File: config.mk
export PLATFORM = sky130hd
export DESIGN_NAME = nv21hs_back_flat
export DESIGN_NICKNAME = d
export VERILOG_FILES = /design/src/rtl/core/nv21hs_pkg.sv /design/src/rtl/core/nv21hs_if.sv /design/src/rtl/core/nv21hs_back.sv /design/src/flat_wrapper.sv
export SDC_FILE = /design/constraint.sdc
export NUM_CORES = 1
export LEC_CHECK = 0
export BUFFER_PORTS_ARGS = -buffer_cell sky130_fd_sc_hd__buf_2
export CAP_MARGIN = 0
export CORE_ASPECT_RATIO = 0.5
export CORE_MARGIN = 2
export CORE_UTILIZATION = 45
export CTS_CLUSTER_SIZE = 28
export DETAILED_ROUTE_END_ITERATION = 16
export PLACE_DENSITY = 0.94
export SYNTH_ARGS = -nofsm -noshare
export SYNTH_HDL_FRONTEND = slang
export SYNTH_SLANG_ARGS = --single-unit
export TNS_END_PERCENT = 10
File: constraint.sdc
create_clock -name clk -period 3.65 [get_ports clk]
set_input_delay 1.095 -clock clk [delete_from_list [all_inputs] [get_ports clk]]
set_output_delay 1.095 -clock clk [all_outputs]
set_load 0.01 [all_outputs]
File: src/rtl/core/nv21hs_pkg.sv
package nv21hs_pkg;

    localparam int PIX_W      = 8;
    localparam int PLANE_W    = 2;
    localparam int OUT_COL_W  = 11;
    localparam int OUT_ROW_W  = 11;
    localparam int SAMPLE_W   = 8;
    localparam int PAIR_W     = 9;
    localparam int CFG_REG_W  = 12;
    localparam int CFG_IDX_W  = 1;

    localparam int MAX_OUT_WIDTH_DEF = 2048;
    localparam int MAX_OUT_HEIGHT    = 2048;
    localparam int QUEUE_DEPTH       = 4;

    localparam logic [CFG_IDX_W-1:0] CFG_OUT_WIDTH  = 1'd0;
    localparam logic [CFG_IDX_W-1:0] CFG_OUT_HEIGHT = 1'd1;

    localparam logic [CFG_REG_W-1:0] OUT_WIDTH_RST  = 12'd176;
    localparam logic [CFG_REG_W-1:0] OUT_HEIGHT_RST = 12'd144;

    localparam logic [PLANE_W-1:0] PLANE_Y = 2'd0;
    localparam logic [PLANE_W-1:0] PLANE_U = 2'd1;
    localparam logic [PLANE_W-1:0] PLANE_V = 2'd2;

    // one sample in flight: position, pair sum of the odd row, frame end flag
    typedef struct packed {
        logic [PLANE_W-1:0]   plane;
        logic [OUT_COL_W-1:0] col;
        logic [OUT_ROW_W-1:0] row;
        logic [PAIR_W-1:0]    pair;
        logic                 done;
    } op_t;

    typedef struct packed {
        op_t               op;
        logic [PAIR_W-1:0] line_sum;
    } entry_t;

endpackage

File: src/rtl/core/nv21hs_if.sv


interface nv21hs_smp_if
    import nv21hs_pkg::*;
();
    logic                 valid;
    logic                 ready;
    logic [PLANE_W-1:0]   plane;
    logic [OUT_COL_W-1:0] out_col;
    logic [OUT_ROW_W-1:0] out_row;
    logic [SAMPLE_W-1:0]  sample_value;
    logic                 frame_done;

    modport source (output valid, output plane, output out_col, output out_row,
                    output sample_value, output frame_done, input ready);
    modport sink (input valid, input plane, input out_col, input out_row,
                  input sample_value, input frame_done, output ready);
endinterface

File: src/rtl/core/nv21hs_back.sv
module nv21hs_back
    import nv21hs_pkg::*;
(
    input  logic                clk,
    input  logic                rst_n,
    input  logic                head_valid,
    input  entry_t              head,
    output logic                pop,
    nv21hs_smp_if.source        dst
);

    logic                 out_valid_reg;
    logic [PLANE_W-1:0]   plane_reg;
    logic [OUT_COL_W-1:0] col_reg;
    logic [OUT_ROW_W-1:0] row_reg;
    logic [SAMPLE_W-1:0]  value_reg;
    logic                 done_reg;
    logic [PAIR_W:0]      sum4;

    assign sum4 = {1'b0, head.line_sum} + {1'b0, head.op.pair};
    assign pop  = head_valid && (!out_valid_reg || dst.ready);

    always_ff @(posedge clk or negedge rst_n)
    begin
        if (!rst_n)
        begin
            out_valid_reg <= 1'b0;
        end
        else if (!out_valid_reg || dst.ready)
        begin
            out_valid_reg <= head_valid;
        end
    end

    always_ff @(posedge clk)
    begin
        if (pop)
        begin
            plane_reg <= head.op.plane;
            col_reg   <= head.op.col;
            row_reg   <= head.op.row;
            value_reg <= sum4[PAIR_W:2];
            done_reg  <= head.op.done;
        end
    end

    assign dst.valid        = out_valid_reg;
    assign dst.plane        = plane_reg;
    assign dst.out_col      = col_reg;
    assign dst.out_row      = row_reg;
    assign dst.sample_value = value_reg;
    assign dst.frame_done   = done_reg;

endmodule

File: src/flat_wrapper.sv
// flat-port wrapper written by rule: the top's interface ports become plain ports
module nv21hs_back_flat import nv21hs_pkg::*;
  (clk, rst_n, head_valid, head, pop, dst_valid, dst_plane, dst_out_col, dst_out_row, dst_sample_value, dst_frame_done, dst_ready);
  nv21hs_smp_if dst_i ();
  input  logic clk;
  input  logic rst_n;
  input  logic head_valid;
  input  entry_t head;
  output logic pop;
  output wire logic [$bits(dst_i.valid)-1:0] dst_valid;
  output wire logic [$bits(dst_i.plane)-1:0] dst_plane;
  output wire logic [$bits(dst_i.out_col)-1:0] dst_out_col;
  output wire logic [$bits(dst_i.out_row)-1:0] dst_out_row;
  output wire logic [$bits(dst_i.sample_value)-1:0] dst_sample_value;
  output wire logic [$bits(dst_i.frame_done)-1:0] dst_frame_done;
  input wire logic [$bits(dst_i.ready)-1:0] dst_ready;
  assign dst_valid = dst_i.valid;
  assign dst_plane = dst_i.plane;
  assign dst_out_col = dst_i.out_col;
  assign dst_out_row = dst_i.out_row;
  assign dst_sample_value = dst_i.sample_value;
  assign dst_frame_done = dst_i.frame_done;
  assign dst_i.ready = dst_ready;
  nv21hs_back u_core (.clk(clk), .rst_n(rst_n), .head_valid(head_valid), .head(head), .pop(pop), .dst(dst_i));
endmodule
== Yosys cells after proc, flatten, opt, wreduce, memory -nomap -nowiden ==
Cells that the tools add are included.
Operators by class
  add/sub/neg operators: 1
  reduce and logical (&&, ||, !) cells: 3
Operators with widths (count)
  $add 9x9->10: 1
  $logic_and 1x1->1: 1
  $logic_not 1->1: 1
  $logic_or 1x1->1: 1
Storage, ports and cells
  flip-flop bits (word level): 34
  output and inout port bits: 35

== Longest topological paths before layout ==
  word-level depth: 3
  gate-level depth with buffers: 5
  gate-level depth less buffers: 5

== Least setup slack after synthesis ==
No wires, ideal clock.
  path kind: input to output
  from: in dst_ready
  to: out pop
  data arrival time: 2087 ps
  required time: 2555 ps
  slack: 468 ps
  cell stages on the path: 2
  buffers on the path: 0
  cells stage by stage: nand2b_1 -> and2_1
On the way
  cells in the longest elaborated chain, start to end: 2
Ends and longest elaborated chain
  from (decl): line flat_wrapper.sv:16  | input wire logic [$bits(dst_i.ready)-1:0] dst_ready;
  $logic_or 1x1->1: line nv21hs_back.sv:21  | assign pop = head_valid && (!out_valid_reg || dst.ready);
  $logic_and 1x1->1: line nv21hs_back.sv:21
  to (decl): line flat_wrapper.sv:9  | output logic pop;
No other way between the ends.

== Worst setup path after layout ==
Same ends and word-level chain as after synthesis.

==> results.yml <==
outcome:
  status: "completed"
final_layout:
  final_cell_mix: "buf_2, edfxtp_1, ha_1, clkbuf_8, xnor2_1"
  multi_input_area_um2: 304
  ff_latch_area_um2: 1020
  layout_commonest_cell: "buf_2"
  num-fill-cells: 205
  drive_gt1_share_pct: 55.6
  syn_to_final_growth_pct: 41.1
  diodes: 0
  fin_nets: 216
power_and_ir_drop:
  p_total_mw: 0.850
  power_density_nw_per_um2: 455
  peakVddDrop_mv: 0.212
  p_leak_nw: 0.835
floorplanning:
  die_area_um2: 3420
  die_h_um: 42.4
  std_cell_rows: 13
  die_x_um: 80.7
  ios: 82
  core_um2: 2700
  initial_core_util_pct: 49.0
route:
  detail_route.iter0.violations: 53
  wl_per_cell_um: 13.9
  vias: 932
  routed_wl_mm: 2.77
  drc: 0
  ant_nets: 0
  routed_via_density: 4.68
  drtPass1Iterations: 5
yosys:
  ys_types: 23
  synth_compound_area_share_pct: 8.13
  syn_area_um2: 1320
  synthSimpleGateAreaFrac_pct: 3.97
  synth_area_leaders: "edfxtp_1, ha_1, xnor2_1"
  seq_area_frac_synth_pct: 76.7
  yosys_warnings: 0
  syn_avg_cell_area_um2: 18.4
  synth.largest_area_cell: "edfxtp_1"
  yosys.area_share.xor_xnor_pct: 3.31
  synth_fa_ha_area_share_pct: 7.56
  synth_top_family_by_area: "compound AO/OA/AOI/OAI gates"
  synthMuxAreaShare_pct: 0
  synth_nets: 127
  postSynthCellCount: 72
  synth_top_area_share_pct: 74.9
  ys_seq_elements: 34
global_routing:
  grt_max_degree: 34
  overflow: 0
  grt_pass1_wl_mm: 4.31
  antenna_found_initial: 0
  grt_pass1_vias: 929
  grt_usage_pct: 16.9
sta:
  worst_pin_slew_ns: 0.723
  skew_ns: 0.00387
  finalCritPeriodShare_pct: 75.4
  rsz0062_at_grt: "no"
  max_freq_ghz: 0.364
  hold_viol_final: 0
  drv_slew: 0
  period_needed_ns: 2.75
  setup_viol: 0
  setup_tns_ns: 0
  slew_headroom_pct: 51.3
cts:
  clk_path_buf_depth: 2
  numCtsBuffers: 5
  cts_setup_buffers: 0
  holdBufCountCts: 0
  clkTransAtPathRegs_ns: 0.07
  cts-root-buf: "clkbuf_8"
  cts_sinks: 34
  cts_max_level: 2
  cts_tree: "yes"
  post_cts_resized: 0
  clk_latency_ns: 0.27
placed_design:
  dp.final_hpwl_mm: 2.19
  io_buffers: 81
  gp_congestion: 0.726
min_path:
  worst_hold_path_type: "register to register"
  min_from: "u_core.dst.valid"
critical_path:
  worstSetupPathType: "input port to output pin"
  r2r-start: "u_core.dst.valid"
  crit_required_ns: 2.55
  cp.arrival_ns: 1.66
  setup.worst_path.start: "dst_ready"
  endpoint_kind: "output pin"
  start_kind: "input port"
  worstPathMaxFanout: 2
flow_run:
  maxCapViolations: 0
[path summary, 6_finish.rpt]
check,to,slack (ns),depth (start not counted)
setup / recovery,pop,0.90,4
hold / removal,u_core.dst.valid,0.54,2
setup reg to reg,u_core.dst.out_row[6],2.28,3
hold reg to reg,u_core.dst.valid,0.54,2
max in group asynchronous,u_core.dst.valid,2.99,1
min in group asynchronous,u_core.dst.valid,0.58,1
[cell type report]
type | instances | share of cell area [%]
Inverter | 1 | 0.201
Sequential cell | 34 | 54.4
Timing Repair Buffer | 82 | 22.1
Clock inverter | 3 | 0.871
Clock buffer | 5 | 3.68
Multi-Input combinational cell | 37 | 16.3
Tap cell | 37 | 2.48
[metal layers]
| metal | global-route usage [%] | share of wire [%] | wire length (µm) |
|---|---|---|---|
| met4 | 5.08 | 0 | 0 |
| met2 | 31.7 | 56 | 1550 |
| met5 | 0 | 0 | 0 |
| met3 | 4.09 | 4.8 | 132 |
| met1 | 19.0 | 39 | 1090 |
[Yosys cell counts (all sizes together)]
cell	number
a21o	1
and2	2
a21boi	2
edfxtp	33
dfrtp	1
nand4	1
o21a	2
xor2	1
a221o	1
xnor2	4
a221oi	2
and3	1
nand2b	2
ha	8
inv	1
nor2	3
o21ai	1
a21oi	2
o31ai	1
a31oi	1
nand2	1
o21bai	1
[logic make-up (layout without fill, tap and decap cells)]
family | after synthesis | in the layout
xor gates and xnor gates | 5 | 5
and+or+nand+nor | 10 | 10
adders and majority gates | 8 | 8
AOI/OAI and AO/OA | 14 | 14
DFF | 34 | 34
buffers and inverters | 1 | 91
[worst max-delay path, stage by stage]
cell	delay, ns
buf_2	0.09
nand2b_1	0.15
and2_1	0.18
buf_2	0.14
[power breakdown]
group	total, mW	leakage [nW]	internal, mW	switching, mW
clock	0.258	0.0416	0.130	0.127
combinational	0.124	0.469	0.0590	0.0648
sequential	0.468	0.325	0.462	0.00572
total	0.850	0.835	0.652	0.198
[metrics by stage]
step                cell area [µm²]  worst slack (ns)  hold WS (ns)  std cells  utilization, %
floorplan                      1320             0.468         0.538         72               -
global placement               1780             0.891         0.485        191            66.0
detailed placement             1780             0.830         0.525        191            66.0
CTS                            1870             0.890         0.545        199            69.2
global route                   1870             0.850         0.567        199            69.2
finish                         1870             0.899         0.541        199            69.2
No activity file was read; power rests on OpenSTA's default activity.
