==> src/rtl/core/nv21hs_pkg.sv <==
package nv21hs_pkg;

    localparam int PIX_W      = 8;
    localparam int PLANE_W    = 2;
    localparam int OUT_COL_W  = 11;
    localparam int OUT_ROW_W  = 11;
    localparam int SAMPLE_W   = 8;
    localparam int PAIR_W     = 9;
    localparam int CFG_REG_W  = 12;
    localparam int CFG_IDX_W  = 1;

    localparam int MAX_OUT_WIDTH_DEF = 2048;
    localparam int MAX_OUT_HEIGHT    = 2048;
    localparam int QUEUE_DEPTH       = 4;

    localparam logic [CFG_IDX_W-1:0] CFG_OUT_WIDTH  = 1'd0;
    localparam logic [CFG_IDX_W-1:0] CFG_OUT_HEIGHT = 1'd1;

    localparam logic [CFG_REG_W-1:0] OUT_WIDTH_RST  = 12'd176;
    localparam logic [CFG_REG_W-1:0] OUT_HEIGHT_RST = 12'd144;

    localparam logic [PLANE_W-1:0] PLANE_Y = 2'd0;
    localparam logic [PLANE_W-1:0] PLANE_U = 2'd1;
    localparam logic [PLANE_W-1:0] PLANE_V = 2'd2;

    // one sample in flight: position, pair sum of the odd row, frame end flag
    typedef struct packed {
        logic [PLANE_W-1:0]   plane;
        logic [OUT_COL_W-1:0] col;
        logic [OUT_ROW_W-1:0] row;
        logic [PAIR_W-1:0]    pair;
        logic                 done;
    } op_t;

    typedef struct packed {
        op_t               op;
        logic [PAIR_W-1:0] line_sum;
    } entry_t;

endpackage

==> src/rtl/core/nv21hs_queue.sv <==
module nv21hs_queue
    import nv21hs_pkg::*;
#(
    parameter int DEPTH = QUEUE_DEPTH
) (
    input  logic              clk,
    input  logic              rst_n,
    input  logic              op_valid,
    input  op_t               op,
    input  logic [PAIR_W-1:0] line_sum,
    input  logic              pop,
    output logic              head_valid,
    output entry_t            head,
    output logic              room
);

    localparam int PW   = (DEPTH > 1) ? $clog2(DEPTH) : 1;
    localparam int CNTW = $clog2(DEPTH + 1);

    entry_t          fifo_reg [DEPTH];
    logic [PW-1:0]   wr_ptr_reg, wr_ptr_next;
    logic [PW-1:0]   rd_ptr_reg, rd_ptr_next;
    logic [CNTW-1:0] count_reg, count_next;
    logic            stage_valid_reg;
    op_t             stage_op_reg;
    logic            push;
    logic [CNTW:0]   occupancy;

    // the stage register delays the op so that it is pushed with the line store read data
    assign push       = stage_valid_reg;
    assign occupancy  = {1'b0, count_reg} + (CNTW+1)'(stage_valid_reg);
    assign room       = occupancy < (CNTW+1)'(DEPTH);
    assign head_valid = count_reg != '0;
    assign head       = fifo_reg[rd_ptr_reg];

    always_comb
    begin
        wr_ptr_next = wr_ptr_reg;
        rd_ptr_next = rd_ptr_reg;
        count_next  = count_reg;
        if (push)
        begin
            wr_ptr_next = (wr_ptr_reg == PW'(DEPTH - 1)) ? '0 : wr_ptr_reg + PW'(1);
        end
        if (pop)
        begin
            rd_ptr_next = (rd_ptr_reg == PW'(DEPTH - 1)) ? '0 : rd_ptr_reg + PW'(1);
        end
        if (push && !pop)
        begin
            count_next = count_reg + CNTW'(1);
        end
        else if (pop && !push)
        begin
            count_next = count_reg - CNTW'(1);
        end
    end

    always_ff @(posedge clk or negedge rst_n)
    begin
        if (!rst_n)
        begin
            wr_ptr_reg      <= '0;
            rd_ptr_reg      <= '0;
            count_reg       <= '0;
            stage_valid_reg <= 1'b0;
        end
        else
        begin
            wr_ptr_reg      <= wr_ptr_next;
            rd_ptr_reg      <= rd_ptr_next;
            count_reg       <= count_next;
            stage_valid_reg <= op_valid;
        end
    end

    always_ff @(posedge clk)
    begin
        if (op_valid)
        begin
            stage_op_reg <= op;
        end
        if (push)
        begin
            fifo_reg[wr_ptr_reg] <= '{op: stage_op_reg, line_sum: line_sum};
        end
    end

endmodule

==> config.mk <==
export PLATFORM = sky130hd
export DESIGN_NAME = nv21hs_queue
export DESIGN_NICKNAME = d
export VERILOG_FILES = /design/src/rtl/core/nv21hs_pkg.sv /design/src/rtl/core/nv21hs_queue.sv
export SDC_FILE = /design/constraint.sdc
export NUM_CORES = 1
export LEC_CHECK = 0
export BUFFER_PORTS_ARGS = -buffer_cell sky130_fd_sc_hd__buf_2
export CAP_MARGIN = 0
export CORE_MARGIN = 2
export CORE_UTILIZATION = 43
export DETAILED_ROUTE_END_ITERATION = 16
export SETUP_SLACK_MARGIN = 0.1
export SLEW_MARGIN = 20
export SYNTH_ARGS = -nofsm -noshare
export SYNTH_HDL_FRONTEND = slang
export SYNTH_SLANG_ARGS = --single-unit
==> constraint.sdc <==
create_clock -name clk -period 3.01 [get_ports clk]
set_clock_uncertainty 0.15 [all_clocks]
set_input_delay 0.1505 -clock clk [delete_from_list [all_inputs] [get_ports clk]]
set_output_delay 0.1505 -clock clk [all_outputs]
set_load 0.02 [all_outputs]
After elaboration in Yosys (flattened, before gate mapping)
Memories as Yosys holds them, arrays and structs flattened.
Cells that the tools add are included.
Word-level totals
  register bits after elaboration: 42
  bits in latches: 0
  bits in writable memories: 172
  bits in read-only memories: 0
  input port bits: 47
  output and inout bits: 45
  word-level logic and storage cells: 30
  memories: 1
Operators by class
  $add $sub $neg: 5
  multiply operators: 0
  divide/modulo/power cells: 0
  order comparisons: 1
  eq/ne operators: 2
  shifts and indexed selects: 0
  mux-type cells: 6
  bitwise logic cells: 0
  reduce and logical (&&, ||, !) cells: 6
Memories
  fifo_reg: depth 4, width 43, rd ports 1, clocked after Yosys merged registers in 0, write ports 1, RTL line nv21hs_queue.sv:20  | entry_t fifo_reg [DEPTH];
Operator list (count)
  3-bit 2-to-1 mux: 2
  2-bit by 1-bit adder with 2-bit output, second input constant: 2
  3-bit by 1-bit adder with 4-bit output: 1
  2-bit equality test, second input constant: 2
  4-bit by 3-bit < comparator with 1-bit output, second input constant: 1
  2-bit 2-to-1 mux: 2
  3-bit by 1-bit adder with 3-bit output, second input constant: 1
  3-bit nonzero test: 1
  3-bit by 1-bit subtractor with 3-bit output, second input constant: 1
  1-bit logical AND: 2
  1-bit logical NOT: 2
  1-bit 2-to-1 mux: 2
  2-bit nonzero test: 1

Longest topological paths before layout
  depth after elaboration: 4
  gate-level depth with buffers: 7
  mapped depth without buffers: 7

Least setup slack after synthesis
No wires, ideal clock.
  path type: register to register
  from: register wr_ptr_reg[0]
  to: memory fifo_reg[0][0] in the netlist's numbering, enable pin
  setup time: 0.405 ns
  arrival time: 1.659 ns
  path slack: 0.796 ns
  stages on the path, launching flop included: 4
  buffers on the path: 0
  cell sequence: dfrtp_1 > inv_1 > ha_1 > and2_1
RTL lines
  from (decl): RTL line nv21hs_queue.sv:21  | logic [PW-1:0] wr_ptr_reg, wr_ptr_next;
  from (signal assigned): RTL line nv21hs_queue.sv:70  | wr_ptr_reg <= wr_ptr_next;
  to (decl): RTL line nv21hs_queue.sv:20
Straight into the memory's write port.

==> impl_metrics.json <==
{
  "post-route-period-util_pct": 83.68,
  "cap_violations": 0,
  "vias_per_cell": 4.999,
  "setup_violations": 0,
  "tns_ns": 0,
  "n_antenna_cell": 0,
  "start_kind": "flop",
  "cp-end-kind": "output pin",
  "fin_nets": 513,
  "hp-start": "op_valid",
  "postLayoutCoreUtil_pct": 54.19,
  "path_cells": "buf_12 -> mux4_2 -> buf_2",
  "fin_crit_ns": 2.519,
  "chipWidth_microns": 138.0,
  "synth_top_family_by_area": "multiplexers",
  "syn-num-nets": 351,
  "grt_max_degree": 41,
  "core_area_sq_um": 17780,
  "r2r_start": "wr_ptr_reg[0]",
  "drive_gt1_share_pct": 36.92,
  "path_clk_slew_ns": 0.06,
  "synthTopCellsByArea": "edfxtp_1 (80%), mux4_2 (11%), dfrtp_1 (2.6%)",
  "wl_per_cell_microns": 19.84,
  "dp_hpwl_mm": 8.031,
  "cts_buffers": 23,
  "drtPass1Iterations": 6,
  "start_util_pct": 43.46,
  "slew_headroom_pct": 32.10,
  "tightest_slew_ns": 1.019,
  "cp.required_ns": 2.71,
  "syn_inst": 297,
  "ff_latch_area_sq_um": 6391,
  "drv_slew": 0,
  "cts_tree": "done",
  "ys_seq_elements": 214,
  "htree_num_levels": 1,
  "io_buffer_count": 91,
  "synth_top_cell_area_share_pct": 80.06,
  "crit_type": "flop to output pin",
  "status": "completed",
  "grt_pass1_vias": 3873,
  "max_freq_mhz": 397.0,
  "p_leak_nw": 3.367,
  "syn_to_final_growth_pct": 24.70,
  "reg2reg_depth": 3,
  "die_area_sq_um": 19060,
  "fp-row-count": 49,
  "routabilityCongestion": 0.7061,
  "cts_buffer_depth": 3,
  "grt_use_total_pct": 14.43,
  "syn_area_sq_um": 7726,
  "multi_input_area_sq_um": 1214,
  "io_pins": 92,
  "synth_xor_area_share_pct": 0.3401,
  "cp_slowest_cell": "dfrtp_4",
  "peakVddDrop_v": 0.0005177,
  "crit_fanout": 21,
  "yosysWarnings": 0,
  "cp_data_arrival_time_ns": 2.22,
  "power_density_nw_per_um2": 937.9,
  "fin_ws_ns": 0.4911,
  "holdWs_ns": 0.1730,
  "largest_reg_flops": 172,
  "wl_mm": 13.95,
  "cts-resized-gates": 0,
  "finalHoldViolations": 0,
  "yosys.area_share.simple_pct": 0.6478,
  "vias": 3514,
  "cp_slowest_stage_delay_ns": 0.73,
  "rsz0062_at_grt": "false",
  "grt_first_pass_wirelength_mm": 21.53,
  "whs_endpoint": "push",
  "synth_cell_type_count": 19,
  "dp_slack_ns": 0.6724,
  "hold-path-cell-count": 1,
  "power_mw": 9.036,
  "synth_compound_gate_area_share_pct": 0.2105,
  "clockRootBuffer": "clkbuf_16",
  "r2r_end": "fifo_reg[3][34]",
  "ant_nets": 0,
  "synth_area_leader_cell": "edfxtp_1",
  "clock_latency_ns": 0.49,
  "synth_fa_ha_area_share_pct": 1.231,
  "synth-seq-area-share_pct": 82.66,
  "r2r_slack_ns": 1.08,
  "fillers": 1389,
  "avgSynthCellArea_sq_um": 26.01,
  "hold_class": "primary input to flop",
  "drc_errors": 0,
  "antenna_found_initial": 0,
  "die_y_microns": 138.0,
  "cts.sinks": 214,
  "drtIter0Drc": 194,
  "grt_overflow": 0,
  "synthMuxAreaShare_pct": 13.21
}
[cells by family (layout without fill, tap and decap cells)]
kind of cell	count (synthesis)	in the layout
flops	214	214
buf+inv	14	191
fa+ha+maj	7	7
simple gates	10	10
mux	46	46
xor+xnor	3	3
compound gates	3	3
[routing by layer]
metal / vias up / global-route usage (%) / part of all wire (%)
li1: 1578 / - / -
met1: 1815 / 18.49 / 42
met2: 96 / 25.25 / 51
met3: 25 / 3.429 / 5.2
met4: 0 / 3.330 / 1.9
met5: - / 0 / 0
[worst max-delay path by stage]
stage / from / endpoint / slack (ns) / cells after the start
after floorplan: wr_ptr_reg[0] / fifo_reg[0][0] / 0.80 / 3
after global placement: rd_ptr_reg[0] / head[9] / 0.71 / 3
after detailed placement: rd_ptr_reg[0] / head[17] / 0.67 / 3
after CTS: rd_ptr_reg[0] / head[17] / 0.15 / 3
after global routing: rd_ptr_reg[0] / head[36] / 0.36 / 3
final: rd_ptr_reg[0] / head[23] / 0.49 / 3
[metrics by stage]
step	cell area, sq um	cells
6_report	9634	703
5_1_grt	9634	703
4_1_cts	9614	702
3_3_place_gp	8467	616
3_5_place_dp	8467	616
2_1_floorplan	7726	297
[cell usage in the layout (no fill, tap or decap), drive strengths merged]
cell type	count
nor2	3
xor2	2
mux4	43
ha	6
dlygate4sd3	46
dfrtp	8
inv	4
edfxtp	206
buf	101
bufinv	1
fa	1
clkinv	4
o21ai	2
nand2	2
xnor2	1
and2	4
mux2	3
clkbuf	35
a31oi	1
or3	1
[critical path: cells and delay by family (launching register included)]
family   cells  cell delay [ns]
buf+inv      2             0.46
mux          1             0.53
flops        1             0.73
[power breakdown]
group | internal, mW | total (mW) | switching, mW
logic | 1.06 | 2.38 | 1.32
clock network | 1.54 | 2.57 | 1.03
registers | 3.81 | 4.09 | 0.286
total | 6.41 | 9.04 | 2.63
[timing repair]
action | in CTS | in global routing
hold buffers | 46 | 0
endpoints found under the setup margin | 0 | 7
setup buffers | 0 | 1
hold endpoints to repair | 81 | 0
[synth_stat cells]
| library cell | n |
|---|---|
| and2_1 | 4 |
| o21ai_0 | 2 |
| a31oi_1 | 1 |
| mux2_2 | 3 |
| fa_1 | 1 |
| buf_2 | 5 |
| inv_1 | 4 |
| nor2_1 | 3 |
| buf_12 | 4 |
| dfrtp_1 | 8 |
| xnor2_1 | 1 |
| buf_6 | 1 |
| mux4_1 | 5 |
| or3_1 | 1 |
| xor2_1 | 2 |
| nand2_1 | 2 |
| ha_1 | 6 |
| mux4_2 | 38 |
| edfxtp_1 | 206 |
[area by class of cell]
cell class | instances | share of cell area [%]
Clock inverter | 5 | 0.4805
Tap cell | 229 | 2.974
Inverter | 4 | 0.1558
Sequential cell | 214 | 66.34
Multi-Input combinational cell | 69 | 12.60
Timing Repair Buffer | 147 | 10.81
Clock buffer | 35 | 6.649
(Power assumes the default switching activity.)
