[src/rtl/core/nv21hs_pkg.sv]
package nv21hs_pkg;

    localparam int PIX_W      = 8;
    localparam int PLANE_W    = 2;
    localparam int OUT_COL_W  = 11;
    localparam int OUT_ROW_W  = 11;
    localparam int SAMPLE_W   = 8;
    localparam int PAIR_W     = 9;
    localparam int CFG_REG_W  = 12;
    localparam int CFG_IDX_W  = 1;

    localparam int MAX_OUT_WIDTH_DEF = 2048;
    localparam int MAX_OUT_HEIGHT    = 2048;
    localparam int QUEUE_DEPTH       = 4;

    localparam logic [CFG_IDX_W-1:0] CFG_OUT_WIDTH  = 1'd0;
    localparam logic [CFG_IDX_W-1:0] CFG_OUT_HEIGHT = 1'd1;

    localparam logic [CFG_REG_W-1:0] OUT_WIDTH_RST  = 12'd176;
    localparam logic [CFG_REG_W-1:0] OUT_HEIGHT_RST = 12'd144;

    localparam logic [PLANE_W-1:0] PLANE_Y = 2'd0;
    localparam logic [PLANE_W-1:0] PLANE_U = 2'd1;
    localparam logic [PLANE_W-1:0] PLANE_V = 2'd2;

    // one sample in flight: position, pair sum of the odd row, frame end flag
    typedef struct packed {
        logic [PLANE_W-1:0]   plane;
        logic [OUT_COL_W-1:0] col;
        logic [OUT_ROW_W-1:0] row;
        logic [PAIR_W-1:0]    pair;
        logic                 done;
    } op_t;

    typedef struct packed {
        op_t               op;
        logic [PAIR_W-1:0] line_sum;
    } entry_t;

endpackage

[src/rtl/core/nv21hs_front.sv]
module nv21hs_front
    import nv21hs_pkg::*;
#(
    parameter int MAX_OUT_WIDTH = MAX_OUT_WIDTH_DEF
) (
    input  logic                                 clk,
    input  logic                                 rst_n,
    input  logic                                 accept,
    input  logic [PIX_W-1:0]                     pixel_byte,
    input  logic [CFG_REG_W-1:0]                 out_width,
    input  logic [CFG_REG_W-1:0]                 out_height,
    output logic                                 ram_we,
    output logic [$clog2(MAX_OUT_WIDTH)-1:0]     ram_addr,
    output logic [PAIR_W-1:0]                    ram_wdata,
    output logic                                 op_valid,
    output op_t                                  op
);

    localparam int AW = $clog2(MAX_OUT_WIDTH);
    localparam int WW = $clog2(MAX_OUT_WIDTH + 1);
    localparam int CW = WW + 1;
    localparam int HW = CFG_REG_W;

    localparam logic [1:0] POS_V  = 2'd0;
    localparam logic [1:0] POS_U  = 2'd1;
    localparam logic [1:0] POS_VP = 2'd2;

    logic [CW-1:0]    sc_reg, sc_next;
    logic [HW-1:0]    sr_reg, sr_next;
    logic             chroma_reg, chroma_next;
    logic [PIX_W-1:0] held_y_reg, held_y_next;
    logic [PIX_W-1:0] held_v_reg, held_v_next;
    logic [PIX_W-1:0] held_u_reg, held_u_next;

    logic [WW-1:0]        w;
    logic [HW-1:0]        h;
    logic [CW-1:0]        two_w;
    logic [HW:0]          plane_rows;
    logic [CW:0]          sc_inc;
    logic [HW:0]          sr_inc;
    logic [1:0]           pos;
    logic [WW-2:0]        grp;
    logic [OUT_ROW_W-1:0] row;
    logic [WW-1:0]        idx;
    logic [PAIR_W-1:0]    pair;
    logic                 is_pair;
    logic                 last_block;

    assign w = (32'(out_width) > 32'(MAX_OUT_WIDTH)) ? WW'(MAX_OUT_WIDTH) : WW'(out_width);
    assign h = (out_height > HW'(MAX_OUT_HEIGHT)) ? HW'(MAX_OUT_HEIGHT) : out_height;
    assign two_w = {w, 1'b0};
    assign pos = sc_reg[1:0];
    assign grp = sc_reg[CW-1:2];
    assign row = sr_reg[HW-1:1];
    assign sc_inc = {1'b0, sc_reg} + (CW+1)'(1);
    assign sr_inc = {1'b0, sr_reg} + (HW+1)'(1);

    assign last_block = (h >= HW'(2)) && (w >= WW'(2))
                     && ({1'b0, row} == (h >> 1) - HW'(1))
                     && ({1'b0, grp} == (w >> 1) - WW'(1));

    always_comb
    begin
        held_y_next = held_y_reg;
        held_v_next = held_v_reg;
        held_u_next = held_u_reg;
        is_pair     = 1'b0;
        pair        = '0;
        op.plane    = PLANE_Y;
        op.done     = 1'b0;
        if (!chroma_reg)
        begin
            plane_rows = {h, 1'b0};
            idx        = sc_reg[CW-1:1];
            op.col     = OUT_COL_W'(sc_reg[CW-1:1]);
            if (!sc_reg[0])
            begin
                held_y_next = accept ? pixel_byte : held_y_reg;
            end
            else
            begin
                is_pair = 1'b1;
                pair    = {1'b0, held_y_reg} + {1'b0, pixel_byte};
            end
        end
        else
        begin
            plane_rows = {1'b0, h};
            idx        = {sc_reg[CW-1:2], sc_reg[0]};
            op.col     = OUT_COL_W'(grp);
            case (pos)
                POS_V:
                begin
                    held_v_next = accept ? pixel_byte : held_v_reg;
                end
                POS_U:
                begin
                    held_u_next = accept ? pixel_byte : held_u_reg;
                end
                POS_VP:
                begin
                    is_pair  = 1'b1;
                    pair     = {1'b0, held_v_reg} + {1'b0, pixel_byte};
                    op.plane = PLANE_V;
                end
                default:
                begin
                    is_pair  = 1'b1;
                    pair     = {1'b0, held_u_reg} + {1'b0, pixel_byte};
                    op.plane = PLANE_U;
                    op.done  = last_block;
                end
            endcase
        end
        op.row  = row;
        op.pair = pair;

        sc_next     = sc_reg;
        sr_next     = sr_reg;
        chroma_next = chroma_reg;
        if (accept)
        begin
            if (sc_inc >= {1'b0, two_w})
            begin
                sc_next = '0;
                if (sr_inc >= plane_rows)
                begin
                    sr_next     = '0;
                    chroma_next = !chroma_reg;
                end
                else
                begin
                    sr_next = sr_inc[HW-1:0];
                end
            end
            else
            begin
                sc_next = sc_inc[CW-1:0];
            end
        end
    end

    // even source rows store pair sums, odd rows fetch them to finish a block
    assign ram_we    = accept && is_pair && !sr_reg[0];
    assign op_valid  = accept && is_pair && sr_reg[0];
    assign ram_addr  = idx[AW-1:0];
    assign ram_wdata = pair;

    always_ff @(posedge clk or negedge rst_n)
    begin
        if (!rst_n)
        begin
            sc_reg     <= '0;
            sr_reg     <= '0;
            chroma_reg <= 1'b0;
            held_y_reg <= '0;
            held_v_reg <= '0;
            held_u_reg <= '0;
        end
        else
        begin
            sc_reg     <= sc_next;
            sr_reg     <= sr_next;
            chroma_reg <= chroma_next;
            held_y_reg <= held_y_next;
            held_v_reg <= held_v_next;
            held_u_reg <= held_u_next;
        end
    end

endmodule

[config.mk]
export PLATFORM = sky130hd
export DESIGN_NAME = nv21hs_front
export DESIGN_NICKNAME = d
export VERILOG_FILES = /design/src/rtl/core/nv21hs_pkg.sv /design/src/rtl/core/nv21hs_front.sv
export SDC_FILE = /design/constraint.sdc
export NUM_CORES = 1
export LEC_CHECK = 0
export ABC_AREA = 1
export BUFFER_PORTS_ARGS = -buffer_cell sky130_fd_sc_hd__buf_2
export CAP_MARGIN = 30
export CORE_ASPECT_RATIO = 0.5
export CORE_MARGIN = 2
export CORE_UTILIZATION = 40
export DETAILED_ROUTE_END_ITERATION = 10
export GPL_ROUTABILITY_DRIVEN = 0
export SLEW_MARGIN = 20
export SYNTH_ARGS = -nofsm -noshare
export SYNTH_HDL_FRONTEND = slang
export SYNTH_SLANG_ARGS = --single-unit
[constraint.sdc]
create_clock -name clk -period 9.1 [get_ports clk]
set_clock_uncertainty 0.2 [all_clocks]
set_input_delay 1.365 -clock clk [delete_from_list [all_inputs] [get_ports clk]]
set_output_delay 1.365 -clock clk [all_outputs]
set_load 0.05 [all_outputs]
-- Word-level counts from Yosys, hierarchy flattened
Index checks and enable logic that the tools add are counted.
- input port bits: 35
- output and inout bits: 56
- logic and storage cells: 58
- flip-flop bits (word level): 50
- muxes and demuxes: 17
- $add $sub $neg: 7
- bitwise gates (word level): 2
- reduce and logical (&&, ||, !) cells: 16
- eq/ne operators: 4
- $lt $le $gt $ge: 6
- operators by type and width (kind ; count):
    $mux W12 ; 3
    $add A8 B8 Y9 ; 3
    $mux W13 ; 2
    $eq A11 B12 Y1 ; 2
    $ge A12 B2 Y1 const B ; 2
    $gt A12 B12 Y1 const B ; 2
    $sub A11 B1 Y12 const B ; 2
    $mux W9 ; 2
    $pmux W9 S2 ; 1
    $add A13 B1 Y14 const B ; 1
    $ge A14 B13 Y1 ; 1
    $add A12 B1 Y13 const B ; 1
    $ge A13 B13 Y1 ; 1
    $reduce_and A3 Y1 ; 4
    $mux W11 ; 1
    $logic_and A1 B1 Y1 ; 6
    $mux W1 ; 6
    $pmux W2 S2 ; 1
    $reduce_or A3 Y1 ; 1
    $eq A2 B1 Y1 const B ; 1
    $eq A2 B2 Y1 const B ; 1
    $logic_not A1 Y1 ; 2
    $logic_not A2 Y1 ; 1
    $mux W2 ; 1
    3 further kinds ; 4

-- Longest topological paths before layout
Gate-level depths: netlist of the first run.
- word-level depth: 8
- mapped depth: 19
- mapped depth without buffers: 18

-- Worst setup path before layout of the first run
Ideal clock, no wire load.
- path kind: input-to-output
- start: input pixel_byte[0]
- end: output ram_wdata[6]
- path buffers: 1
- arrival: 3.891 ns
- setup slack: 3.644 ns
- stages: 11
- data required time: 7.535 ns
- cells stage by stage: ha_1 fa_1 nand3_1 nand3_1 nand2_1 inv_1 or2_2 a21oi_1 xor2_1 o22ai_1 buf_4
- RTL lines (what ; RTL line ; RTL):
    from (decl) ; nv21hs_front.sv:9 ; input logic [PIX_W-1:0] pixel_byte,
    to (decl) ; nv21hs_front.sv:14 ; output logic [PAIR_W-1:0] ram_wdata,

==> out/metrics.yaml, run 1 <==
floorplan:
  die_y_um: 87.24
  row_count: 30
  die_x_um: 170.5
  start_util: 0.4090
  core_um2: 13550
  ioPinCount: 91
  dieArea_um2: 14870
worst_setup_path:
  startpoint_type: "input pin"
  reg2reg_slack_ps: 5670
  cp.arrival_ps: 3810
  worstReg2RegEnd: "sr_reg[6]$_DFFE_PN0N_"
  required_ps: 7540
  worstSetupPathType: "input pin to output pin"
  crit_fanout: 24
  crit_path_end_kind: "output pin"
  r2r_cells: 15
  regToRegStartpoint: "sc_reg[0]$_DFFE_PN0P_"
run_status:
  status: "complete, no violations"
placement:
  port_buffers: 90
  dp_hpwl_um: 11670
  placed_cell_area_um2: 5912
  dpl_worst_slack_ps: 3723
sta:
  grt_setup_unrepaired: "no"
  fmax_mhz: 186.2
  setup_viol: 0
  setup_tns_ps: 0
  hold_viol: 0
  tightest_slew_ps: 833.2
  max-slew-margin-rel: 0.4398
  whs_ps: 285.2
  layout_setup_ws_ps: 3729
  slew_violations: 0
  period_share: 0.5902
  fin_crit_ps: 5371
clock_tree:
  numCtsBuffers: 5
  tritoncts: "built"
  root_buffer: "clkbuf_16"
  cts_sinks: 50
  holdBufCountCts: 0
  clock_latency_ps: 300
  cts_resized: 0
  h-tree-depth: 2
  cts_setup_buffers: 0
  cts_buffer_depth: 2
  path_clk_slew_ps: 70
finish:
  drive_gt1_frac: 0.1824
  largest_register_ff_count: 13
  nFillCells: 1456
  area_delta_synth_final_pct: 9.391
  finalInstanceArea_um2: 6063
  fin_nets: 951
  ff_latch_area_um2: 1251
  n_antenna_cell: 0
  multi_input_area_um2: 3526
hold_path:
  holdPathEnd: "held_v_reg[2]$_DFFE_PN0P_"
  hp-class: "register to register"
  holdPathStages: 2
  min_from: "held_v_reg[2]$_DFFE_PN0P_"
logic_synthesis:
  ys_warn_count: 0
  yosys-top-cells-area: "dfrtp_1, nand2_1, ha_1, inv_1, o21ai_0"
  async_flop_share: 1.000
  synth-seq-cells: 50
  syn_area_per_cell_um2: 6.776
  synthFlopType: "dfrtp_1"
  syn_area_um2: 5543
  synth-seq-area-share: 0.2257
  synth_edf_count: 0
  synth_top_area_frac: 0.2257
  synth_cells: 818
  netlist_top_cells_count: "nand2_1, inv_1, o21ai_0"
  syn_nets: 904
  yosysUniqueCellTypes: 48
  synth_most_common_cell: "nand2_1"
  synth_area_leader_cell: "dfrtp_1"
power:
  leakagePower_nw: 3.270
  finalPower_mw: 2.133
  ir_worst_vdd_uv: 396.2
  power_density_nw_per_um2: 351.8
global_route:
  grt_max_degree: 51
  antenna_found_initial: 0
  grt_pass1_wl_um: 23960
  gr-usage-all-layers: 0.2013
  grt_pass1_vias: 4839
  overflow: 0
routing:
  via_per_inst: 5.002
  drt_iter0_drc: 333
  vias: 5292
  drt-total-wl_um: 14420
  drtAntennaViolNets: 0
  post_drt_wl_per_cell_um: 13.63
  drt-pass1-iter-count: 5
  drc: 0
run:
  cap_viol_max_count: 0
through the flow:
step / util / cells
2_1_floorplan: - / 818
3_3_place_gp: 0.4343 / 1049
3_5_place_dp: 0.4363 / 1050
4_1_cts: 0.4475 / 1058
5_1_grt: 0.4475 / 1058
6_report: 0.4475 / 1058
area by class of cell:
type	instances	area share
Tap cell	192	0.03962
Sequential cell	50	0.2064
Inverter	107	0.06624
Multi-Input combinational cell	608	0.5815
Clock buffer	5	0.02064
Timing Repair Buffer	93	0.08130
Clock inverter	3	0.004333
critical path, stage by stage:
cell and delay (ps):
buf_2 120, nor2_1 130, nand2_1 70, nor2_1 80
nand2_1 80, nand2_2 290, nand2_1 170, ha_1 290
xor2_1 210, nand3b_1 120, nand2_1 60, inv_1 40
nand3_1 60, nor2_1 80, nand2_1 60, nor2_1 100
nand3_1 80, nor2_1 110, buf_2 280
report_power, final:
group,switching (mW),internal (mW),leakage (nW)
clock,0.0935,0.105,0.0748
sequential,0.124,0.313,0.647
combinational,1.04,0.457,2.55
total,1.26,0.874,3.27
worst max-delay path by stage:
stage | startpoint | endpoint | slack, ps | depth (start not counted)
floorplan | pixel_byte[0] | ram_wdata[6] | 3640 | 11
global placement | out_width[5] | op[0] | 3770 | 19
detailed placement | out_width[5] | op[0] | 3720 | 19
CTS | out_width[5] | op[0] | 3720 | 19
global route | out_width[5] | op[0] | 3390 | 19
finish | out_width[5] | op[0] | 3730 | 19
cells by family (layout without fill, tap and decap cells):
kind of cell / count (synthesis) / after routing / share of synthesized area
adder cells (fa/ha/maj): 51 / 51 / 0.1178
AND/OR/NAND/NOR: 373 / 373 / 0.3023
buffers and inverters: 160 / 208 / 0.1381
XOR/XNOR: 26 / 26 / 0.04108
flip-flops: 50 / 50 / 0.2257
AO/OA/AOI/OAI: 151 / 151 / 0.1607
multiplexers: 7 / 7 / 0.01422
placed cells by master, fill, tap and decap left out, types with 12 or more instances in the layout:
| cell | synthesis | layout |
|---|---|---|
| a21oi_1 | 25 | 25 |
| buf_2 | 3 | 90 |
| dfrtp_1 | 50 | 50 |
| ha_1 | 49 | 49 |
| inv_1 | 104 | 104 |
| nand2_1 | 208 | 208 |
| nand2_2 | 16 | 16 |
| nand3_1 | 49 | 49 |
| nand4_1 | 16 | 16 |
| nor2_1 | 51 | 51 |
| o21ai_0 | 75 | 75 |
| o21ai_2 | 12 | 12 |
| o22ai_1 | 16 | 16 |
| or2_2 | 12 | 12 |
| xor2_1 | 23 | 23 |
per-layer routing:
layer  GRT usage  part of all wire  up-vias
met5           0                 0        -
met3     0.02544             0.040        9
met2      0.3392              0.44      116
li1            -                 -     2765
met4     0.03807            0.0088        0
met1      0.2806              0.51     2402
(Power assumes the default switching activity.)
==> run 2: changes to the inputs <==
--- a/config.mk
+++ b/config.mk
@@ -5,7 +5,7 @@
 export SDC_FILE = /design/constraint.sdc
 export NUM_CORES = 1
 export LEC_CHECK = 0
-export ABC_AREA = 1
+export ABC_AREA = 0
 export BUFFER_PORTS_ARGS = -buffer_cell sky130_fd_sc_hd__buf_2
 export CAP_MARGIN = 30
 export CORE_ASPECT_RATIO = 0.5
==> constraint.sdc (replaced) <==
create_clock -name clk -period 5.55 [get_ports clk]
set_clock_uncertainty 0.2 [all_clocks]
set_input_delay 0.8325 -clock clk [delete_from_list [all_inputs] [get_ports clk]]
set_output_delay 0.8325 -clock clk [all_outputs]
set_load 0.05 [all_outputs]
==> run 2 against run 1 <==
Via count down 8.5%. Critical endpoint unchanged. Area after synthesis fell by 2.5%. Cell count is 19% lower. Flip-flop and latch count unchanged. First-iteration DRC count down 9.9%. Final area is 2.8% lower. Critical path depth decreased by 8. Highest routed layer unchanged. Non-clock buffer count up 1. Clock-buffer cell count up 2. Clock power grew 68%. Sequential power increased by 50%.
==> out/metrics.yaml, run 2 <==
run_status:
  status: "complete, no violations"
sta:
  whs_ps: 277.6  # -7.628 ps
  max-slew-margin-rel: 0.4510  # +0.01117
  fin_crit_ps: 4851
  setup_tns_ps: 0  # unchanged
  slew_violations: 0  # unchanged
  period_share: 0.8741
  tightest_slew_ps: 820.5  # -12.67 ps
  hold_viol: 0  # unchanged
  grt_setup_unrepaired: "no"
  fmax_mhz: 206.1
  setup_viol: 0  # unchanged
logic_synthesis:
  synth.mux.area_fraction: 0.1005  # +0.08627
  yosys-top-cells-area: "dfrtp_1, ha_1, mux2_2, xnor2_1, buf_4"
  synth_xor_area_frac: 0.07618  # +0.03509
  syn_area_um2: 5404  # -2.5%
  synth-simple-area-share: 0.1973  # -0.1050
  netlist_top_cells_count: "nand2_1, dfrtp_1, ha_1"
  syn_area_per_cell_um2: 8.327  # +23%
  synth_fa_ha_area_frac: 0.1209  # +0.003028
  synth-compound-area-share: 0.1836  # +0.02288
  synth-seq-area-share: 0.2315  # +0.005801
  synthFlopType: "dfrtp_1"
  synth_most_common_cell: "nand2_1"
  ys_warn_count: 0  # unchanged
  synth_area_leader_cell: "dfrtp_1"
  synth-seq-cells: 50  # unchanged
  async_flop_share: 1.000  # unchanged
  synth_edf_count: 0  # unchanged
  syn_nets: 735  # -19%
  yosysUniqueCellTypes: 68  # +42%
  synth_top_family_by_area: "simple AND/OR/NAND/NOR gates"
  synth_cells: 649  # -21%
  synth_top_area_frac: 0.2315  # +0.005801
floorplan:
  row_count: 29  # -3.3%
  die_x_um: 168.4  # -1.2%
  start_util: 0.4183  # +0.009297
  dieArea_um2: 14510  # -2.4%
  die_y_um: 86.19  # -1.2%
  ioPinCount: 91  # unchanged
  core_um2: 12920  # -4.7%
global_route:
  overflow: 0  # unchanged
  gr-usage-all-layers: 0.2052  # +0.003887
  grt_pass1_wl_um: 23920  # -0.17%
  grt_max_degree: 51  # unchanged
  grt_pass1_vias: 4520  # -6.6%
  antenna_found_initial: 0  # unchanged
finish:
  area_delta_synth_final_pct: 9.030
  fin_nets: 771  # -19%
  finalInstanceArea_um2: 5892  # -2.8%
  final_cell_mix: "buf_2, nand2_1, dfrtp_1"
  largest_register_ff_count: 13  # unchanged
  drive_gt1_frac: 0.2259  # +0.04350
  final_common_cell: "buf_2"
  n_antenna_cell: 0  # unchanged
worst_setup_path:
  startpoint: "out_height[11]"
  startpoint_type: "input pin"
  crit_path_end_kind: "output pin"
  regToRegStartpoint: "sr_reg[0]$_DFFE_PN0N_"
  crit_fanout: 18  # -25%
  cp_cell_sequence: "buf_2, nor2b_1, inv_1, ha_1, or3b_2, nor3_1, mux2i_1, mux2i_1, or4_1, nor4_2, buf_2"
  worstSetupPathType: "input pin to output pin"
  critical-path-max-stage-delay_ps: 530  # +240 ps
  cp.arrival_ps: 3820  # about the same
  slowest_stage: "or4_1"
  required_ps: 4520  # -3020 ps
routing:
  drt-pass1-iter-count: 5  # unchanged
  drtAntennaViolNets: 0  # unchanged
  highest_layer: "met4"
  vias: 4842  # -8.5%
  met3_length_um: 764  # +32%
  post_drt_wl_per_cell_um: 17.00  # +25%
  drt_iter0_drc: 300  # -9.9%
  via_per_inst: 5.657  # +13%
  met2_length_um: 6165  # -2.9%
  drc: 0  # unchanged
  drt-total-wl_um: 14560  # +0.92%
  routedLengthMet1_um: 7471  # +1.4%
clock_tree:
  tritoncts: "built"
  cts_setup_buffers: 0  # unchanged
  h-tree-depth: 2  # unchanged
  cts_resized: 0  # unchanged
  cts_buffer_depth: 2  # unchanged
  path_clk_slew_ps: 70  # about the same
  cts_sinks: 50  # unchanged
  holdBufCountCts: 0  # unchanged
  clock_latency_ps: 290  # about the same
  numCtsBuffers: 5  # unchanged
  root_buffer: "clkbuf_16"
power:
  ir_worst_vdd_uv: 208.9  # -47%
  leakagePower_nw: 2.777  # -15%
  finalPower_mw: 2.906  # +36%
  power_density_nw_per_um2: 493.3  # +40%
hold_path:
  hp-class: "register to register"
  min_from: "held_v_reg[1]$_DFFE_PN0P_"
placement:
  port_buffers: 90  # unchanged
  placed_cell_area_um2: 5731  # -3.1%
  dp_hpwl_um: 11290  # -3.2%
run:
  cap_viol_max_count: 0  # unchanged
## run 2: kinds of logic after synthesis
family / after synthesis
muxes: 49
DFF: 50
and+or+nand+nor: 207
AOI/OAI and AO/OA: 148
buffers and inverters: 97
adders and majority gates: 51
xor gates and xnor gates: 47
## run 2: worst paths after layout
path / to / slack (ps) / cells after the start
max: op[0] / 700 / 11
min: held_v_reg[1]$_DFFE_PN0P_ / 280 / 2
max reg2reg: sr_reg[0]$_DFFE_PN0N_ / 1690 / 12
min reg2reg: held_v_reg[1]$_DFFE_PN0P_ / 280 / 2
max in group asynchronous: held_u_reg[6]$_DFFE_PN0P_ / 4250 / 2
min in group asynchronous: sr_reg[4]$_DFFE_PN0N_ / 470 / 2
## run 2: power breakdown
part | leakage, nW | internal (mW) | switching (mW)
Clock | 0.0801 | 0.193 | 0.140
Sequential | 0.655 | 0.485 | 0.172
Combinational | 2.04 | 0.643 | 1.27
## run 2: cell type report
class | count | area (µm²)
inverters | 32 | 120.1
clock buffers | 7 | 152.6
well taps | 170 | 212.7
multi-input cells | 502 | 3666
flip-flops and latches | 50 | 1251
clock inverters | 1 | 8.758
repair buffers | 94 | 480.5
fillers | 1284 | 7025
## run 2: worst max-delay path: cells and delay by family
family | cells | cell delay [ps]
fa+ha+maj | 1 | 280
mux | 2 | 310
simple gates | 5 | 1690
buf+inv | 3 | 700
## run 2: metrics by stage
stage          cells  utilization  setup WS, ps
2_1_floorplan    649            -         271.1
3_3_place_gp     848       0.4436         768.0
6_report         856       0.4561         698.9
3_5_place_dp     848       0.4436         737.2
4_1_cts          856       0.4561         718.0
5_1_grt          856       0.4561         420.5
## run 2: routing by layer
| layer | track usage | vias to the layer above |
|---|---|---|
| met3 | 0.03242 | 11 |
| met4 | 0.04310 | 0 |
| met2 | 0.3150 | 138 |
| li1 | - | 2395 |
| met5 | 0 | - |
| met1 | 0.3053 | 2298 |
==> run 3: changes to the inputs <==
==> constraint.sdc (replaced) <==
create_clock -name clk -period 4.6 [get_ports clk]
set_clock_uncertainty 0.2 [all_clocks]
set_input_delay 0.69 -clock clk [delete_from_list [all_inputs] [get_ports clk]]
set_output_delay 0.69 -clock clk [all_outputs]
set_load 0.05 [all_outputs]
==> run 3 against run 2 <==
Clock power rose by 14%. Highest routed layer unchanged. Flip-flop and latch count unchanged. Sequential power rose by 17%. Critical endpoint unchanged. Largest power group unchanged. Die area is the same. Via count up 1.3%.
==> out/metrics.yaml, run 3 (synthesized netlist as in run 2, its figures left out) <==
worst_setup_path:
  startpoint_type: "input pin"
  required_ps: 3710  # -810 ps
  cp.arrival_ps: 3460  # -360 ps
  crit_fanout: 6  # -12
  crit_path_end_kind: "output pin"
  reg2reg_slack_ps: 810  # -880 ps
  regToRegStartpoint: "sr_reg[1]$_DFFE_PN0N_"
  r2r_cells: 11  # -1
  worstReg2RegEnd: "sr_reg[0]$_DFFE_PN0N_"
  worstSetupPathType: "input pin to output pin"
finish:
  largest_register_ff_count: 13  # unchanged
  final_cell_mix: "buf_2, nand2_1, dfrtp_1"
  area_delta_synth_final_pct: 10.42
  fin_nets: 779  # +1.0%
  final_common_cell: "buf_2"
  n_antenna_cell: 0  # unchanged
  final_util: 0.4619  # +0.005811
  final-instance-count-excl-fill: 864  # +0.93%
  finalInstanceArea_um2: 5967  # +1.3%
  drive_gt1_frac: 0.2392  # +0.01325
floorplan:
  row_count: 29  # unchanged
  ioPinCount: 91  # unchanged
  dieArea_um2: 14510  # unchanged
  die_y_um: 86.19  # unchanged
  core_um2: 12920  # unchanged
  start_util: 0.4183  # unchanged
  die_x_um: 168.4  # unchanged
global_route:
  grt_pass1_wl_um: 23890  # -0.12%
  gr-usage-all-layers: 0.2051  # about the same
  grt_pass1_vias: 4561  # +0.91%
  antenna_found_initial: 0  # unchanged
  grt_max_degree: 38  # -25%
  overflow: 0  # unchanged
  met2_usage: 0.3273  # +0.01235
  grt_use_met3: 0.02831  # -0.004110
  grt_use_met1: 0.2978  # -0.007448
  busiest_layer: "met2"
routing:
  post_drt_wl_per_cell_um: 17.09  # +0.53%
  drt-pass1-iter-count: 5  # unchanged
  drtAntennaViolNets: 0  # unchanged
  drt_iter0_drc: 259  # -14%
  via_per_inst: 5.677  # +0.36%
  drt-total-wl_um: 14770  # +1.5%
  drc: 0  # unchanged
  vias: 4905  # +1.3%
power:
  ir_worst_vdd_uv: 222.9  # +6.7%
  power_density_nw_per_um2: 592.0  # +20%
  leakagePower_nw: 2.826  # +1.7%
  finalPower_mw: 3.533  # +22%
clock_tree:
  tritoncts: "built"
  cts_buffer_depth: 2  # unchanged
  path_clk_slew_ps: 70  # about the same
  clock_latency_ps: 290  # about the same
  cts_resized: 0  # unchanged
  h-tree-depth: 2  # unchanged
  root_buffer: "clkbuf_16"
  holdBufCountCts: 0  # unchanged
  numCtsBuffers: 5  # unchanged
  cts_sinks: 50  # unchanged
  cts_setup_buffers: 0  # unchanged
sta:
  max-slew-margin-rel: 0.4653  # +0.01429
  period_share: 0.9461
  tightest_slew_ps: 799.1  # -21.35 ps
  slew_violations: 0  # unchanged
  fin_crit_ps: 4352
  whs_ps: 100.8  # -176.8 ps
  layout_setup_ws_ps: 248.0  # -451.0 ps
  hold_viol: 0  # unchanged
  grt_setup_unrepaired: "no"
  fmax_mhz: 229.8
  setup_viol: 0  # unchanged
  setup_tns_ps: 0  # unchanged
hold_path:
  hp-class: "input pin to asynchronous set/reset pin"
placement:
  numPlacedInstances: 856  # +0.94%
  port_buffers: 90  # unchanged
  dpl_worst_slack_ps: 294.1  # -443.1 ps
  dp_hpwl_um: 11700  # +3.6%
  placed_cell_area_um2: 5821  # +1.6%
run:
  cap_viol_max_count: 0  # unchanged
run_status:
  status: "complete, no violations"
run 3: changes by cell type in the layout (fill, tap and decap cells not counted), moves of 2 or more:
cell and delta:
clkbuf_8 -2, buf_4 +8, o32ai_2 +2, o32ai_1 -2
run 3: power by group:
| part | internal [mW] | total, mW | switching (mW) |
|---|---|---|---|
| registers | 0.585 | 0.769 | 0.184 |
| clock network | 0.202 | 0.379 | 0.177 |
| logic | 0.805 | 2.38 | 1.58 |
run 3: how the worst max path moves through the flow:
stage,cells past startpoint,startpoint,to,slack [ps]
global placement,11,out_height[1],op[0],350
floorplan,15,sc_reg[0]$_DFFE_PN0P_,ram_wdata[6],3
global route,11,out_height[1],op[0],70
CTS,11,out_height[1],op[0],290
detailed placement,11,out_height[1],op[0],290
finish,11,out_height[1],op[0],250
run 3: worst max-delay path, stage by stage:
cell and delay [ps]:
buf_2 140, nor2b_1 170, inv_1 80, ha_1 160
or3b_2 490, nor3_1 370, mux2i_1 260, mux2i_1 100
or4_1 570, nor4_4 140, buf_2 290
run 3: final cells by class:
cell class	instances	area, µm²
Tap cell	170	212.7
Inverter	32	120.1
Sequential cell	50	1251
Fill cell	1320	6950
Clock buffer	5	125.1
Clock inverter	3	21.27
Timing Repair Buffer	102	540.5
Multi-Input combinational cell	502	3696
run 3: per-layer routing:
layer	share of wire	vias up
li1	-	2402
met1	0.50	2330
met2	0.43	146
met3	0.052	27
met4	0.017	0
met5	0	-
